$ cat src/design/tee_pkg.sv
// Package for the tag element extractor: widths, character codes, class and action tables.
package tee_pkg;

  localparam int unsigned MaxTagLen  = 8;
  localparam int unsigned CharW      = 8;
  localparam int unsigned NameW      = MaxTagLen * CharW;
  localparam int unsigned LenW       = 4;
  localparam int unsigned IdxW       = $clog2(MaxTagLen);
  localparam int unsigned CountW     = 16;
  localparam int unsigned StateW     = 3;
  localparam int unsigned InDataW    = 8;
  localparam int unsigned OutDataW   = 32;

  localparam logic [NameW-1:0] NameReset = NameW'(64'd1819112552); // "html"
  localparam logic [LenW-1:0]  LenReset  = LenW'(4);

  localparam logic [CharW-1:0] ChEot   = 8'h00;
  localparam logic [CharW-1:0] ChSpace = 8'h20;
  localparam logic [CharW-1:0] ChOpen  = 8'h3C;
  localparam logic [CharW-1:0] ChClose = 8'h3E;
  localparam logic [CharW-1:0] ChSlash = 8'h2F;

  // Configuration register indexes.
  localparam logic CfgName = 1'b0;
  localparam logic CfgLen  = 1'b1;

  typedef logic [StateW-1:0] pstate_t;

  // Parser states that open a name comparison.
  localparam pstate_t StOpenSeen  = 3'd1;
  localparam pstate_t StCloseSeen = 3'd6;

  typedef enum logic [2:0] {
    ClsSpace  = 3'd0,
    ClsOpen   = 3'd1,
    ClsTag    = 3'd2,
    ClsClose  = 3'd3,
    ClsSlash  = 3'd4,
    ClsLetter = 3'd5
  } cls_e;

  typedef enum logic [2:0] {
    ActNone   = 3'd0,
    ActMark   = 3'd1,
    ActUnmark = 3'd2,
    ActSelect = 3'd3,
    ActPrint  = 3'd4
  } act_e;

  function automatic pstate_t next_state(input pstate_t s, input cls_e c);
    pstate_t n;
    n = s;
    case (s)
      3'd0: n = (c == ClsOpen) ? 3'd1 : 3'd0;
      3'd1: begin
        case (c)
          ClsSpace, ClsOpen: n = 3'd1;
          ClsTag:            n = 3'd2;
          default:           n = 3'd0;
        endcase
      end
      3'd2: begin
        case (c)
          ClsSpace, ClsSlash: n = 3'd3;
          ClsOpen:            n = 3'd1;
          ClsClose:           n = 3'd4;
          default:            n = 3'd0;
        endcase
      end
      3'd3: begin
        case (c)
          ClsOpen:  n = 3'd1;
          ClsClose: n = 3'd4;
          default:  n = 3'd3;
        endcase
      end
      3'd4: n = (c == ClsOpen) ? 3'd5 : 3'd4;
      3'd5: n = (c == ClsSlash) ? 3'd6 : 3'd5;
      3'd6: begin
        case (c)
          ClsSpace: n = 3'd6;
          ClsOpen:  n = 3'd5;
          ClsTag:   n = 3'd7;
          default:  n = 3'd4;
        endcase
      end
      default: begin
        case (c)
          ClsSpace: n = 3'd7;
          ClsOpen:  n = 3'd5;
          ClsClose: n = 3'd0;
          default:  n = 3'd4;
        endcase
      end
    endcase
    return n;
  endfunction

  function automatic act_e action_of(input pstate_t s, input cls_e c);
    act_e a;
    a = ActNone;
    case (s)
      3'd0, 3'd3: a = (c == ClsOpen) ? ActMark : ActNone;
      3'd1: begin
        case (c)
          ClsOpen:            a = ActMark;
          ClsSlash, ClsLetter: a = ActUnmark;
          default:            a = ActNone;
        endcase
      end
      3'd2: begin
        case (c)
          ClsOpen:           a = ActMark;
          ClsTag, ClsLetter: a = ActUnmark;
          default:           a = ActSelect;
        endcase
      end
      3'd7: a = (c == ClsClose) ? ActPrint : ActNone;
      default: a = ActNone;
    endcase
    return a;
  endfunction

endpackage

$ cat src/design/tag_element_extractor.sv
// Top level of the tag element extractor: one character in, one flagged character out.
//
//  channel   | dir | handshake                    | payload
//  ----------+-----+------------------------------+----------------------------------------
//  s_axis    | in  | s_axis_tvalid/s_axis_tready  | tdata[7:0] char_in
//  m_axis    | out | m_axis_tvalid/m_axis_tready  | tdata: char_out, in_element,
//            |     |                              |   element_done, element_discard,
//            |     |                              |   element_count, halted
//  cfg       | in  | cfg_valid_i/cfg_ready_o      | cfg_index_i, cfg_data_i
//
// One word per cycle while the output side takes words: classification, name compare and
// the state table sit in one combinational stage between the parser registers and the
// output word register, so a result appears in the cycle after its character is taken.
// The input side stays ready while the output word is empty or is taken this cycle.
// Reset loads "html" with length 4 and clears parser, selection, count and halt.
// After an end-of-text word the parser halts; later words are still echoed.
module tag_element_extractor (
  input  logic                          clk_i,
  input  logic                          rst_ni,
  // char_in [7:0]
  input  logic [tee_pkg::InDataW-1:0]   s_axis_tdata,
  input  logic                          s_axis_tvalid,
  output logic                          s_axis_tready,
  // char_out [7:0], in_element [8], element_done [9], element_discard [10],
  // element_count [26:11], halted [27], zero [31:28]
  output logic [tee_pkg::OutDataW-1:0]  m_axis_tdata,
  output logic                          m_axis_tvalid,
  input  logic                          m_axis_tready,
  input  logic                          cfg_valid_i,
  output logic                          cfg_ready_o,
  input  logic                          cfg_index_i,
  input  logic [tee_pkg::NameW-1:0]     cfg_data_i
);

  // Configuration registers.
  logic [tee_pkg::NameW-1:0] name_q;
  logic [tee_pkg::LenW-1:0]  len_q;

  // Parser state.
  tee_pkg::pstate_t            state_q, state_d;
  logic [tee_pkg::IdxW-1:0]    idx_q, idx_d;
  logic                        sel_q, sel_d;
  logic                        cap_q, cap_d;
  logic [tee_pkg::CountW-1:0]  cnt_q, cnt_d;
  logic                        stop_q, stop_d;

  // Output word.
  logic                        out_vld_q;
  logic [tee_pkg::CharW-1:0]   out_ch_q;
  logic                        out_inel_q, out_done_q, out_disc_q, out_halt_q;
  logic                        inel_d, done_d, disc_d, halt_d;

  logic                        in_acc;
  logic [tee_pkg::CharW-1:0]   ch;
  logic [tee_pkg::LenW-1:0]    len_eff;
  logic [tee_pkg::CharW-1:0]   name_chr;
  logic [tee_pkg::CharW-1:0]   name_first;
  logic                        cls_vld;
  tee_pkg::cls_e               cls;
  tee_pkg::act_e               act;

  assign cfg_ready_o   = 1'b1;
  assign s_axis_tready = !out_vld_q || m_axis_tready;
  assign in_acc        = s_axis_tvalid && s_axis_tready;
  assign ch            = s_axis_tdata[tee_pkg::CharW-1:0];

  // Clamp the name length into 1..MaxTagLen.
  always_comb begin
    if (len_q == '0) begin
      len_eff = tee_pkg::LenW'(1);
    end else if (len_q > tee_pkg::LenW'(tee_pkg::MaxTagLen)) begin
      len_eff = tee_pkg::LenW'(tee_pkg::MaxTagLen);
    end else begin
      len_eff = len_q;
    end
  end

  assign name_chr   = name_q[idx_q*tee_pkg::CharW +: tee_pkg::CharW];
  assign name_first = name_q[tee_pkg::CharW-1:0];

  // Classify the character and run one step of the table.
  always_comb begin
    state_d = state_q;
    idx_d   = idx_q;
    sel_d   = sel_q;
    cap_d   = cap_q;
    cnt_d   = cnt_q;
    stop_d  = stop_q;
    inel_d  = 1'b0;
    done_d  = 1'b0;
    disc_d  = 1'b0;
    halt_d  = 1'b1;
    cls_vld = 1'b0;
    cls     = tee_pkg::ClsLetter;
    act     = tee_pkg::ActNone;

    if (stop_q) begin
      // Halted: echo only.
      inel_d = 1'b0;
    end else if (ch == tee_pkg::ChEot) begin
      stop_d = 1'b1;
      idx_d  = '0;
      inel_d = cap_q;
    end else begin
      halt_d = 1'b0;
      if (idx_q != '0) begin
        // Inside a name comparison every character is compared raw.
        if (ch != name_chr) begin
          cls_vld = 1'b1;
          cls     = tee_pkg::ClsLetter;
          idx_d   = '0;
        end else if ({1'b0, idx_q} + tee_pkg::LenW'(1) >= len_eff) begin
          cls_vld = 1'b1;
          cls     = tee_pkg::ClsTag;
          idx_d   = '0;
        end else begin
          idx_d = idx_q + tee_pkg::IdxW'(1);
        end
      end else if (ch == tee_pkg::ChSpace) begin
        cls_vld = 1'b1;
        cls     = tee_pkg::ClsSpace;
      end else if (ch == tee_pkg::ChOpen) begin
        cls_vld = 1'b1;
        cls     = tee_pkg::ClsOpen;
      end else if (ch == tee_pkg::ChClose) begin
        cls_vld = 1'b1;
        cls     = tee_pkg::ClsClose;
      end else if (ch == tee_pkg::ChSlash) begin
        cls_vld = 1'b1;
        cls     = tee_pkg::ClsSlash;
      end else if (state_q == tee_pkg::StOpenSeen || state_q == tee_pkg::StCloseSeen) begin
        if (ch != name_first) begin
          cls_vld = 1'b1;
          cls     = tee_pkg::ClsLetter;
        end else if (len_eff == tee_pkg::LenW'(1)) begin
          cls_vld = 1'b1;
          cls     = tee_pkg::ClsTag;
        end else begin
          idx_d = tee_pkg::IdxW'(1);
        end
      end else begin
        cls_vld = 1'b1;
        cls     = tee_pkg::ClsLetter;
      end

      if (cls_vld) begin
        act = tee_pkg::action_of(state_q, cls);
        case (act)
          tee_pkg::ActMark: cap_d = 1'b1;
          tee_pkg::ActUnmark: begin
            disc_d = cap_q;
            cap_d  = 1'b0;
          end
          tee_pkg::ActSelect: sel_d = 1'b1;
          tee_pkg::ActPrint: begin
            if (sel_q) begin
              done_d = 1'b1;
              if (cnt_q != '1) begin
                cnt_d = cnt_q + tee_pkg::CountW'(1);
              end
            end else begin
              disc_d = cap_q;
            end
            cap_d = 1'b0;
          end
          default: ;
        endcase
        state_d = tee_pkg::next_state(state_q, cls);
      end
      inel_d = cap_q || cap_d;
    end
  end

  // Configuration writes.
  always_ff @(posedge clk_i or negedge rst_ni) begin
    if (!rst_ni) begin
      name_q <= tee_pkg::NameReset;
      len_q  <= tee_pkg::LenReset;
    end else if (cfg_valid_i) begin
      case (cfg_index_i)
        tee_pkg::CfgName: name_q <= cfg_data_i;
        tee_pkg::CfgLen:  len_q  <= cfg_data_i[tee_pkg::LenW-1:0];
        default: ;
      endcase
    end
  end

  // Parser state: advance only on an accepted word.
  always_ff @(posedge clk_i or negedge rst_ni) begin
    if (!rst_ni) begin
      state_q <= '0;
      idx_q   <= '0;
      sel_q   <= 1'b0;
      cap_q   <= 1'b0;
      cnt_q   <= '0;
      stop_q  <= 1'b0;
    end else if (in_acc) begin
      state_q <= state_d;
      idx_q   <= idx_d;
      sel_q   <= sel_d;
      cap_q   <= cap_d;
      cnt_q   <= cnt_d;
      stop_q  <= stop_d;
    end
  end

  // Output word valid: load on accept, drop when taken.
  always_ff @(posedge clk_i or negedge rst_ni) begin
    if (!rst_ni) begin
      out_vld_q <= 1'b0;
    end else if (in_acc) begin
      out_vld_q <= 1'b1;
    end else if (m_axis_tready) begin
      out_vld_q <= 1'b0;
    end
  end

  // Output payload: hold until the next accepted word.
  always_ff @(posedge clk_i) begin
    if (in_acc) begin
      out_ch_q   <= ch;
      out_inel_q <= inel_d;
      out_done_q <= done_d;
      out_disc_q <= disc_d;
      out_halt_q <= halt_d;
    end
  end

  assign m_axis_tvalid = out_vld_q;
  assign m_axis_tdata  = {4'b0000, out_halt_q, cnt_q, out_disc_q, out_done_q,
                          out_inel_q, out_ch_q};

`ifndef SYNTHESIS
  a_halt_sticky: assert property (@(posedge clk_i) disable iff (!rst_ni)
    stop_q |=> stop_q)
    else $error("halt flag cleared without reset");

  a_done_disc_excl: assert property (@(posedge clk_i) disable iff (!rst_ni)
    out_vld_q |-> !(out_done_q && out_disc_q))
    else $error("element done and discard in the same word");

  a_cnt_only_done: assert property (@(posedge clk_i) disable iff (!rst_ni)
    (cnt_q != $past(cnt_q)) |-> (out_done_q && $past(in_acc)))
    else $error("match count moved without a completed element");

  a_idx_state: assert property (@(posedge clk_i) disable iff (!rst_ni)
    (idx_q != '0) |-> (state_q == tee_pkg::StOpenSeen || state_q == tee_pkg::StCloseSeen))
    else $error("name comparison running outside a tag opening");

  a_halt_quiet: assert property (@(posedge clk_i) disable iff (!rst_ni)
    ($past(in_acc) && $past(stop_q)) |-> (out_halt_q && !out_inel_q && !out_done_q))
    else $error("halted parser flagged a word");
`endif

endmodule
$ cat config.mk
export PLATFORM = sky130hd
export DESIGN_NAME = tag_element_extractor
export DESIGN_NICKNAME = d
export VERILOG_FILES = /design/src/design/tee_pkg.sv /design/src/design/tag_element_extractor.sv
export SDC_FILE = /design/constraint.sdc
export NUM_CORES = 1
export LEC_CHECK = 0
export BUFFER_PORTS_ARGS = -buffer_cell sky130_fd_sc_hd__buf_2
export CAP_MARGIN = 10
export CORE_AREA = 2 2 109 111
export DETAILED_ROUTE_END_ITERATION = 7
export DIE_AREA = 0 0 111 113
export GPL_ROUTABILITY_DRIVEN = 1
export PLACE_DENSITY_LB_ADDON = 0.12
export SYNTH_ARGS = -nofsm -noshare
export SYNTH_HDL_FRONTEND = slang
export SYNTH_SLANG_ARGS = --single-unit
$ cat constraint.sdc
create_clock -name clk_i -period 8.4 [get_ports clk_i]
set_input_delay 1.68 -clock clk_i [delete_from_list [all_inputs] [get_ports clk_i]]
set_output_delay 1.68 -clock clk_i [all_outputs]
set_load 0.05 [all_outputs]
Yosys cells after proc, flatten, opt, wreduce, memory -nomap -nowiden
Cells that the tools add are included.
W data, S select, Z words.
{"block": "classes", "multipliers": 0, "muxes": 65, "reduce_logical": 27, "bitwise_logic": 5, "magnitude_cmp": 2, "n_eq_ne": 30, "shift": 1, "div_mod_pow": 0, "add_sub_neg": 3}
{"operator": "$mux W3", "n": 27}
{"operator": "$shiftx A64 B7 Y8", "n": 1}
{"operator": "$eq A8 B6 Y1 const B", "n": 4}
{"operator": "$mux W1", "n": 24}
{"operator": "$eq A3 B3 Y1 const B", "n": 7}
{"operator": "$pmux W3 S7", "n": 1}
{"operator": "$eq A3 B2 Y1 const B", "n": 6}
{"operator": "$ne A3 B3 Y1 const B", "n": 6}
{"operator": "$pmux W3 S3", "n": 2}
{"operator": "$add A16 B1 Y16 const B", "n": 1}
{"operator": "$ne A16 B16 Y1 const B", "n": 1}
{"operator": "$ne A8 B8 Y1", "n": 2}
{"operator": "$pmux W2 S2", "n": 3}
{"operator": "$pmux W3 S4", "n": 1}
{"operator": "$reduce_or A2 Y1", "n": 6}
{"operator": "$eq A3 B1 Y1 const B", "n": 3}
{"operator": "$reduce_and A9 Y1", "n": 1}
{"operator": "$logic_not A8 Y1", "n": 1}
{"operator": "$mux W4", "n": 2}
{"operator": "$reduce_and A7 Y1", "n": 1}
{"operator": "$logic_not A3 Y1", "n": 2}
{"operator": "$pmux W2 S3", "n": 1}
{"operator": "$pmux W3 S2", "n": 1}
{"operator": "$reduce_bool A3 Y1", "n": 2}
{"operator": "other kinds (19)", "n": 27}
{"block": "word_totals", "reg_bits": 106, "out_inout_bits": 35, "ramBits": 0, "romBits": 0, "input_bits": 78, "latchBits": 0, "n_memories": 0}

Logic depth before layout (Yosys ltp)
Gate-level depths: netlist of the first run.
{"block": "depth", "ltp_word": 29, "ltp_mapped": 14, "depth_no_buf": 13}

Worst setup path before layout of the first run
No wires, ideal clock.
{"block": "synth_timing", "path_kind": "input -> register", "start": "in m_axis_tready", "end": "reg cnt_q[9] in the netlist's numbering", "path_slack_ns": 4.582, "required_time_ns": 8.259, "path_stages": 9, "t_arrival_ns": 3.677, "path_cell_list": "nand2b_1 nand2_1 nor2_1 and4_1 buf_2 and4_1 and2b_1 nand4_1 xnor2_1"}
{"block": "synth_between", "elab_chain_len": 3}
{"element": "start: declaration", "line_no": "tag_element_extractor.sv:28", "source": "input logic m_axis_tready,"}
{"element": "$logic_or A1 B1 Y1", "line_no": "tag_element_extractor.sv:63", "source": "assign s_axis_tready = !out_vld_q || m_axis_tready;"}
{"element": "$logic_and A1 B1 Y1", "line_no": "tag_element_extractor.sv:64", "source": "assign in_acc = s_axis_tvalid && s_axis_tready;"}
{"element": "$reduce_and A7 Y1 (no source line)"}
{"element": "end signal: assignment", "line_no": "tag_element_extractor.sv:202", "source": "cnt_q <= cnt_d;"}
{"element": "end: declaration", "line_no": "tag_element_extractor.sv:44", "source": "logic [tee_pkg::CountW-1:0] cnt_q, cnt_d;"}
Every way passes these cells.
A chain may end at the register's enable or synchronous reset.

Final worst setup path of the first run
{"block": "layout_timing", "start": "in m_axis_tready", "end": "out s_axis_tready"}
{"block": "layout_between", "elab_chain_len": 1}
{"element": "$logic_or A1 B1 Y1", "line_no": "tag_element_extractor.sv:63"}
{"element": "end: declaration", "line_no": "tag_element_extractor.sv:23", "source": "output logic s_axis_tready,"}
Every way passes these cells.

==> results.py, run 1 <==
metrics = {
    "logic_synthesis": {
        "yosys-top-cells-area": "dfrtp_1 35%, mux2_2 14%, dfstp_2 8.2%, edfxtp_1 6.6%, mux4_2 4.1%",
        "ys_ff_latch": 106,
        "syn_avg_cell_area_um2": 12.4,
        "synth_cell_types": 58,
        "yosysMostFrequentCell": "dfrtp_1",
        "syn_area_um2": 5440,
        "synth_cells": 438,
        "yosysSeqAreaShare": 0.503,
        "synth_top_cell_by_area": "dfrtp_1",
        "synth_warnings": 0,
        "synth_flop_cell": "dfrtp_1",
        "async_flop_share": 0.887,
        "synth_commonest_cells": "77 x dfrtp_1, 69 x mux2_2, 24 x nand2_1, 21 x nor2_1, 20 x mux2i_1",
        "synth_edf_count": 12,
        "synth_top_area_frac": 0.355,
    },
    "clock_tree": {
        "cts_tree": "built",
        "cts_hold_buf": 0,
        "cts.sinks": 106,
        "clk_path_buf_depth": 2,
        "cts_root_buffer": "clkbuf_16",
        "clk_latency_ns": 0.35,
        "cts_resized": 0,
        "clk_pin_slew_ns": 0.07,
        "htreeDepth": 3,
        "cts_setup_buffers": 0,
        "cts_buffers": 9,
    },
    "sta": {
        "clock_skew_ns": 0.00878,
        "relSlewSlack": 0.301,
        "fin_crit_sh": 0.456,
        "fin_tns_setup_ns": 0,
        "rsz0062_at_grt": "false",
        "maxSlewViolCount": 0,
        "fmax_mhz": 261,
        "finalSetupViolations": 0,
        "min_period_ns": 3.83,
        "hold_violations": 0,
        "tightest_slew_ns": 1.05,
    },
    "drt": {
        "drc": 0,
        "drt_wl_total_um": 11800,
        "drt_pass1_iterations": 4,
        "vias": 3738,
        "drtAntennaViolNets": 0,
        "wire_per_inst_um": 17.2,
        "drtIter0Drc": 156,
        "via_per_inst": 5.48,
    },
    "pwr": {
        "powerDensity_nw_per_um2": 214,
        "p_total_w": 0.00135,
        "p_leak_nw": 2.78,
        "max-vdd-ir-drop_v": 0.000159,
    },
    "floorplan": {
        "chipHeight_um": 113,
        "die_x_um": 111,
        "ios": 113,
        "initial_utilization": 0.482,
        "num_rows": 39,
        "dieArea_um2": 12500,
        "core-area_um2": 11300,
    },
    "finish": {
        "drive_gt1_frac": 0.421,
        "final.fill_count": 982,
        "syn2layout_area_growth_pct": 16.1,
        "antenna_cells": 0,
        "num-nets-final": 619,
    },
    "run_status": {
        "status": "completed",
    },
    "worst_setup_path": {
        "slowest_delay_ns": 0.22,
        "slowest_stage": "buf_2",
        "critPathKind": "in -> out",
        "cp_cell_sequence": "buf_2 > nand2b_1 > buf_2",
        "path_buf_inv": 2,
        "crit_fanout": 3,
        "cpLargestDelayFamily": "buffers and inverters",
        "crit_arrival_ns": 2.15,
        "crit_required_ns": 6.72,
        "start_kind": "input pin",
        "end_kind": "primary output",
        "regToRegSetupSlack_ns": 4.91,
        "crit_top_cell": "buf_2",
    },
    "global_routing": {
        "grt_pass1_vias": 3831,
        "grt_pass1_wl_um": 19300,
        "grt_overflow": 0,
        "track_usage": 0.197,
        "grt_start_max_net_pins": 63,
        "antenna_found_initial": 1,
    },
    "flow_run": {
        "timing.max_cap.violations": 0,
    },
    "placement": {
        "portBuffers": 107,
        "dp_hpwl_um": 8850,
        "place_congestion": 0.880,
    },
    "hold_path": {
        "hp-class": "reg -> reg",
    },
}
-- final timing paths --
path | startpoint | to | depth (start not counted)
hold / removal | cnt_q[12]$_DFFE_PN0P_ | cnt_q[12]$_DFFE_PN0P_ | 1
min in group asynchronous | rst_ni | cnt_q[12]$_DFFE_PN0P_ | 1
max in group asynchronous | rst_ni | name_q[15]$_DFFE_PN0P_ | 2
setup / recovery | m_axis_tready | s_axis_tready | 3
setup reg to reg | idx_q[1]$_DFFE_PN0P_ | out_disc_q$_SDFFCE_PP0P_ | 9
hold reg to reg | cnt_q[12]$_DFFE_PN0P_ | cnt_q[12]$_DFFE_PN0P_ | 1
-- stage by stage --
step	instance area [um2]	util	setup slack, ns	hold slack (ns)	cells
final	6310	0.560	4.57	0.489	682
after global routing	6310	0.560	4.43	0.505	682
after CTS	6310	0.560	4.57	0.498	682
after detailed placement	6020	0.534	4.35	0.485	666
after global placement	6020	0.534	4.45	0.478	666
after floorplan	5450	-	4.58	0.473	441
-- where the power goes --
| part | leakage (nW) | total (W) | internal (W) | switching (W) |
|---|---|---|---|---|
| combinational | 1.40 | 0.000315 | 0.000151 | 0.000164 |
| clock | 0.146 | 0.000417 | 0.000234 | 0.000183 |
| sequential | 1.24 | 0.000621 | 0.000583 | 0.0000384 |
-- per-layer routing --
layer	GRT usage	vias to the layer above	wire length (um)
li1	-	1768	-
met1	0.246	1857	5030
met2	0.326	94	5730
met3	0.0584	19	737
met4	0.0767	0	251
met5	0	-	0
-- layout by cell type (no fill, tap or decap), types with 3 or more instances in the layout --
| master | netlist | layout |
|---|---|---|
| a31oi_1 | 4 | 4 |
| clkbuf_8 | 0 | 4 |
| a22oi_1 | 4 | 4 |
| ha_1 | 7 | 7 |
| nor2_1 | 21 | 21 |
| inv_1 | 11 | 11 |
| conb_1 | 2 | 5 |
| and3_1 | 3 | 3 |
| buf_2 | 4 | 106 |
| nand2_1 | 24 | 24 |
| nand2b_1 | 5 | 5 |
| o21ai_1 | 3 | 3 |
| nor3_1 | 7 | 7 |
| nand4_1 | 6 | 6 |
| dfstp_2 | 17 | 17 |
| nand3_1 | 12 | 12 |
| buf_4 | 9 | 4 |
| mux2_2 | 69 | 69 |
| and2_1 | 5 | 5 |
| xor2_1 | 12 | 12 |
| dfrtp_1 | 77 | 77 |
| xnor2_1 | 17 | 17 |
| mux4_2 | 10 | 10 |
| clkbuf_16 | 0 | 9 |
| nor4_1 | 5 | 5 |
| a21o_1 | 5 | 5 |
| edfxtp_1 | 12 | 12 |
| a21oi_1 | 7 | 7 |
| and4_1 | 4 | 4 |
| nor2b_1 | 7 | 6 |
| mux2i_1 | 20 | 20 |
| o21ai_0 | 3 | 3 |
| a32o_1 | 3 | 3 |
-- final cells by class --
class,count,area [um2],share of cell area
Clock inverter,1,6.26,0.000991
Clock buffer,15,288,0.0456
Timing Repair Buffer,110,561,0.0888
Multi-Input combinational cell,295,2500,0.396
Inverter,12,45.0,0.00714
Tap cell,143,179,0.0284
Sequential cell,106,2730,0.433
-- kinds of logic after synthesis --
group	Yosys count	synth area share
flops	106	0.503
fa+ha+maj	7	0.0161
mux	100	0.223
compound gates	47	0.0628
xor+xnor	29	0.0467
other cells	2	0.00138
simple gates	107	0.106
buf+inv	40	0.0410
-- registers in the layout, indices dropped and copies added, names as in the netlist, 3 cells and up --
signal / flops
name_q: 64
cnt_q: 16
out_ch_q: 8
len_q: 4
idx_q: 3
state_q: 3
No activity file was read; power rests on OpenSTA's default activity.
==> run 2: changes to the inputs <==
- clock period: 8.4 -> 3.9 ns (I/O delays scaled with it)
==> results.py, run 2 (synthesis gave the netlist of run 1 again) <==
metrics = {
    "run_status": {
        "status": "completed",
    },
    "global_routing": {
        "grt_overflow": 0,
        "track_usage": 0.193,
        "grt_start_max_net_pins": 53,
        "antenna_found_initial": 0,
        "grt_pass1_vias": 3812,
        "grt_pass1_wl_um": 19100,
    },
    "clock_tree": {
        "clk_pin_slew_ns": 0.07,
        "clk_path_buf_depth": 2,
        "clk_latency_ns": 0.35,
        "cts_setup_buffers": 0,
        "cts_tree": "built",
        "cts_resized": 0,
        "cts_root_buffer": "clkbuf_16",
        "cts_hold_buf": 0,
        "htreeDepth": 3,
        "cts.sinks": 106,
        "cts_buffers": 9,
    },
    "worst_setup_path": {
        "critPathKind": "reg -> reg",
        "path_buf_inv": 0,
        "start_kind": "flop",
        "crit_required_ns": 4.00,
        "slowest_stage": "dfrtp_1",
        "crit_cells": 9,
        "crit_fanout": 23,
        "slowest_delay_ns": 1.00,
        "end_kind": "flop",
        "cp_cell_sequence": "mux2i_1 > mux4_2 > xor2_1 > o2111ai_1 > nor4_4 > nand2_1 > a31oi_2 > nor3_1 > o211a_1",
        "r2r_cells": 9,
        "cpLargestDelayFamily": "flip-flops",
        "crit_arrival_ns": 3.46,
    },
    "drt": {
        "drc": 0,
        "via_per_inst": 5.44,
        "drtIter0Drc": 156,
        "wire_per_inst_um": 17.1,
        "drtAntennaViolNets": 0,
        "vias": 3714,
        "drt_wl_total_um": 11700,
        "drt_pass1_iterations": 4,
    },
    "finish": {
        "layout_common_cells": "106 x buf_2, 77 x dfrtp_1, 69 x mux2_2",
        "fin_util": 0.566,
        "final_common_cell": "buf_2",
        "syn2layout_area_growth_pct": 17.5,
        "final.fill_count": 951,
        "drive_gt1_frac": 0.426,
        "largest_reg_flops": 64,
        "final_cell_area_um2": 6380,
        "reg_top3": "name_q: 64 flops, cnt_q: 16 flops, out_ch_q: 8 flops",
        "antenna_cells": 0,
        "regMostFlops": "name_q",
        "num-nets-final": 620,
    },
    "pwr": {
        "powerDensity_nw_per_um2": 481,
        "p_total_w": 0.00307,
        "p_leak_nw": 2.82,
        "max-vdd-ir-drop_v": 0.000269,
    },
    "floorplan": {
        "dieArea_um2": 12500,
        "ios": 113,
        "die_x_um": 111,
        "core-area_um2": 11300,
        "num_rows": 39,
        "chipHeight_um": 113,
        "initial_utilization": 0.482,
    },
    "placement": {
        "dp_hpwl_um": 8650,
        "portBuffers": 107,
        "place_congestion": 0.851,
        "place_area_um2": 6040,
    },
    "flow_run": {
        "timing.max_cap.violations": 0,
    },
    "sta": {
        "clock_skew_ns": 0.00632,
        "fin_tns_setup_ns": 0,
        "finalSetupViolations": 0,
        "fmax_mhz": 298,
        "maxSlewViolCount": 0,
        "fin_crit_sh": 0.859,
        "relSlewSlack": 0.329,
        "rsz0062_at_grt": "false",
        "tightest_slew_ns": 1.01,
        "min_period_ns": 3.35,
        "hold_violations": 0,
    },
    "hold_path": {
        "hp-class": "in -> async",
    },
}
run 2: power breakdown:
part | switching (W) | internal [W]
Combinational | 0.000364 | 0.000329
Clock | 0.000418 | 0.000634
Sequential | 0.0000694 | 0.00125
Total | 0.000852 | 0.00222
run 2: through the flow:
stage / instances / hold WS, ns / worst slack [ns]
CTS: 683 / 0.437 / 0.527
finish: 683 / 0.409 / 0.550
global placement: 667 / 0.475 / 0.679
floorplan: 441 / 0.473 / 0.982
global route: 683 / 0.456 / 0.351
detailed placement: 667 / 0.484 / 0.553
run 2: path summary, 6_finish.rpt:
| kind | startpoint | slack, ns | endpoint |
|---|---|---|---|
| hold reg to reg | cnt_q[15]$_DFFE_PN0P_ | 0.49 | cnt_q[15]$_DFFE_PN0P_ |
| hold / removal | rst_ni | 0.41 | cnt_q[11]$_DFFE_PN0P_ |
| setup / recovery | idx_q[1]$_DFFE_PN0P_ | 0.55 | out_disc_q$_SDFFCE_PP0P_ |
| setup reg to reg | idx_q[1]$_DFFE_PN0P_ | 0.55 | out_disc_q$_SDFFCE_PP0P_ |
| max in group asynchronous | rst_ni | 2.75 | name_q[14]$_DFFE_PN1P_ |
| min in group clk_i | cnt_q[15]$_DFFE_PN0P_ | 0.49 | cnt_q[15]$_DFFE_PN0P_ |
run 2: cell type report:
class	instances	area, um2	area share
Inverter	12	45.0	0.00705
Sequential cell	106	2730	0.428
Multi-Input combinational cell	295	2500	0.391
Clock inverter	7	124	0.0194
Tap cell	143	179	0.0280
Clock buffer	9	225	0.0353
Timing Repair Buffer	111	581	0.0909
run 2: worst reg2reg max path: stages, from the launching register on:
cell and delay [ns]:
dfrtp_1 1.00, mux2i_1 0.19, mux4_2 0.51, xor2_1 0.15, o2111ai_1 0.17, nor4_4 0.36, nand2_1 0.15, a31oi_2 0.22
nor3_1 0.10, o211a_1 0.24
run 2: layer usage:
layer | share of wire | vias up | track usage
li1 | - | 1769 | -
met1 | 0.44 | 1830 | 0.249
met2 | 0.48 | 98 | 0.317
met3 | 0.058 | 17 | 0.0428
met4 | 0.021 | 0 | 0.0850
met5 | 0 | - | 0
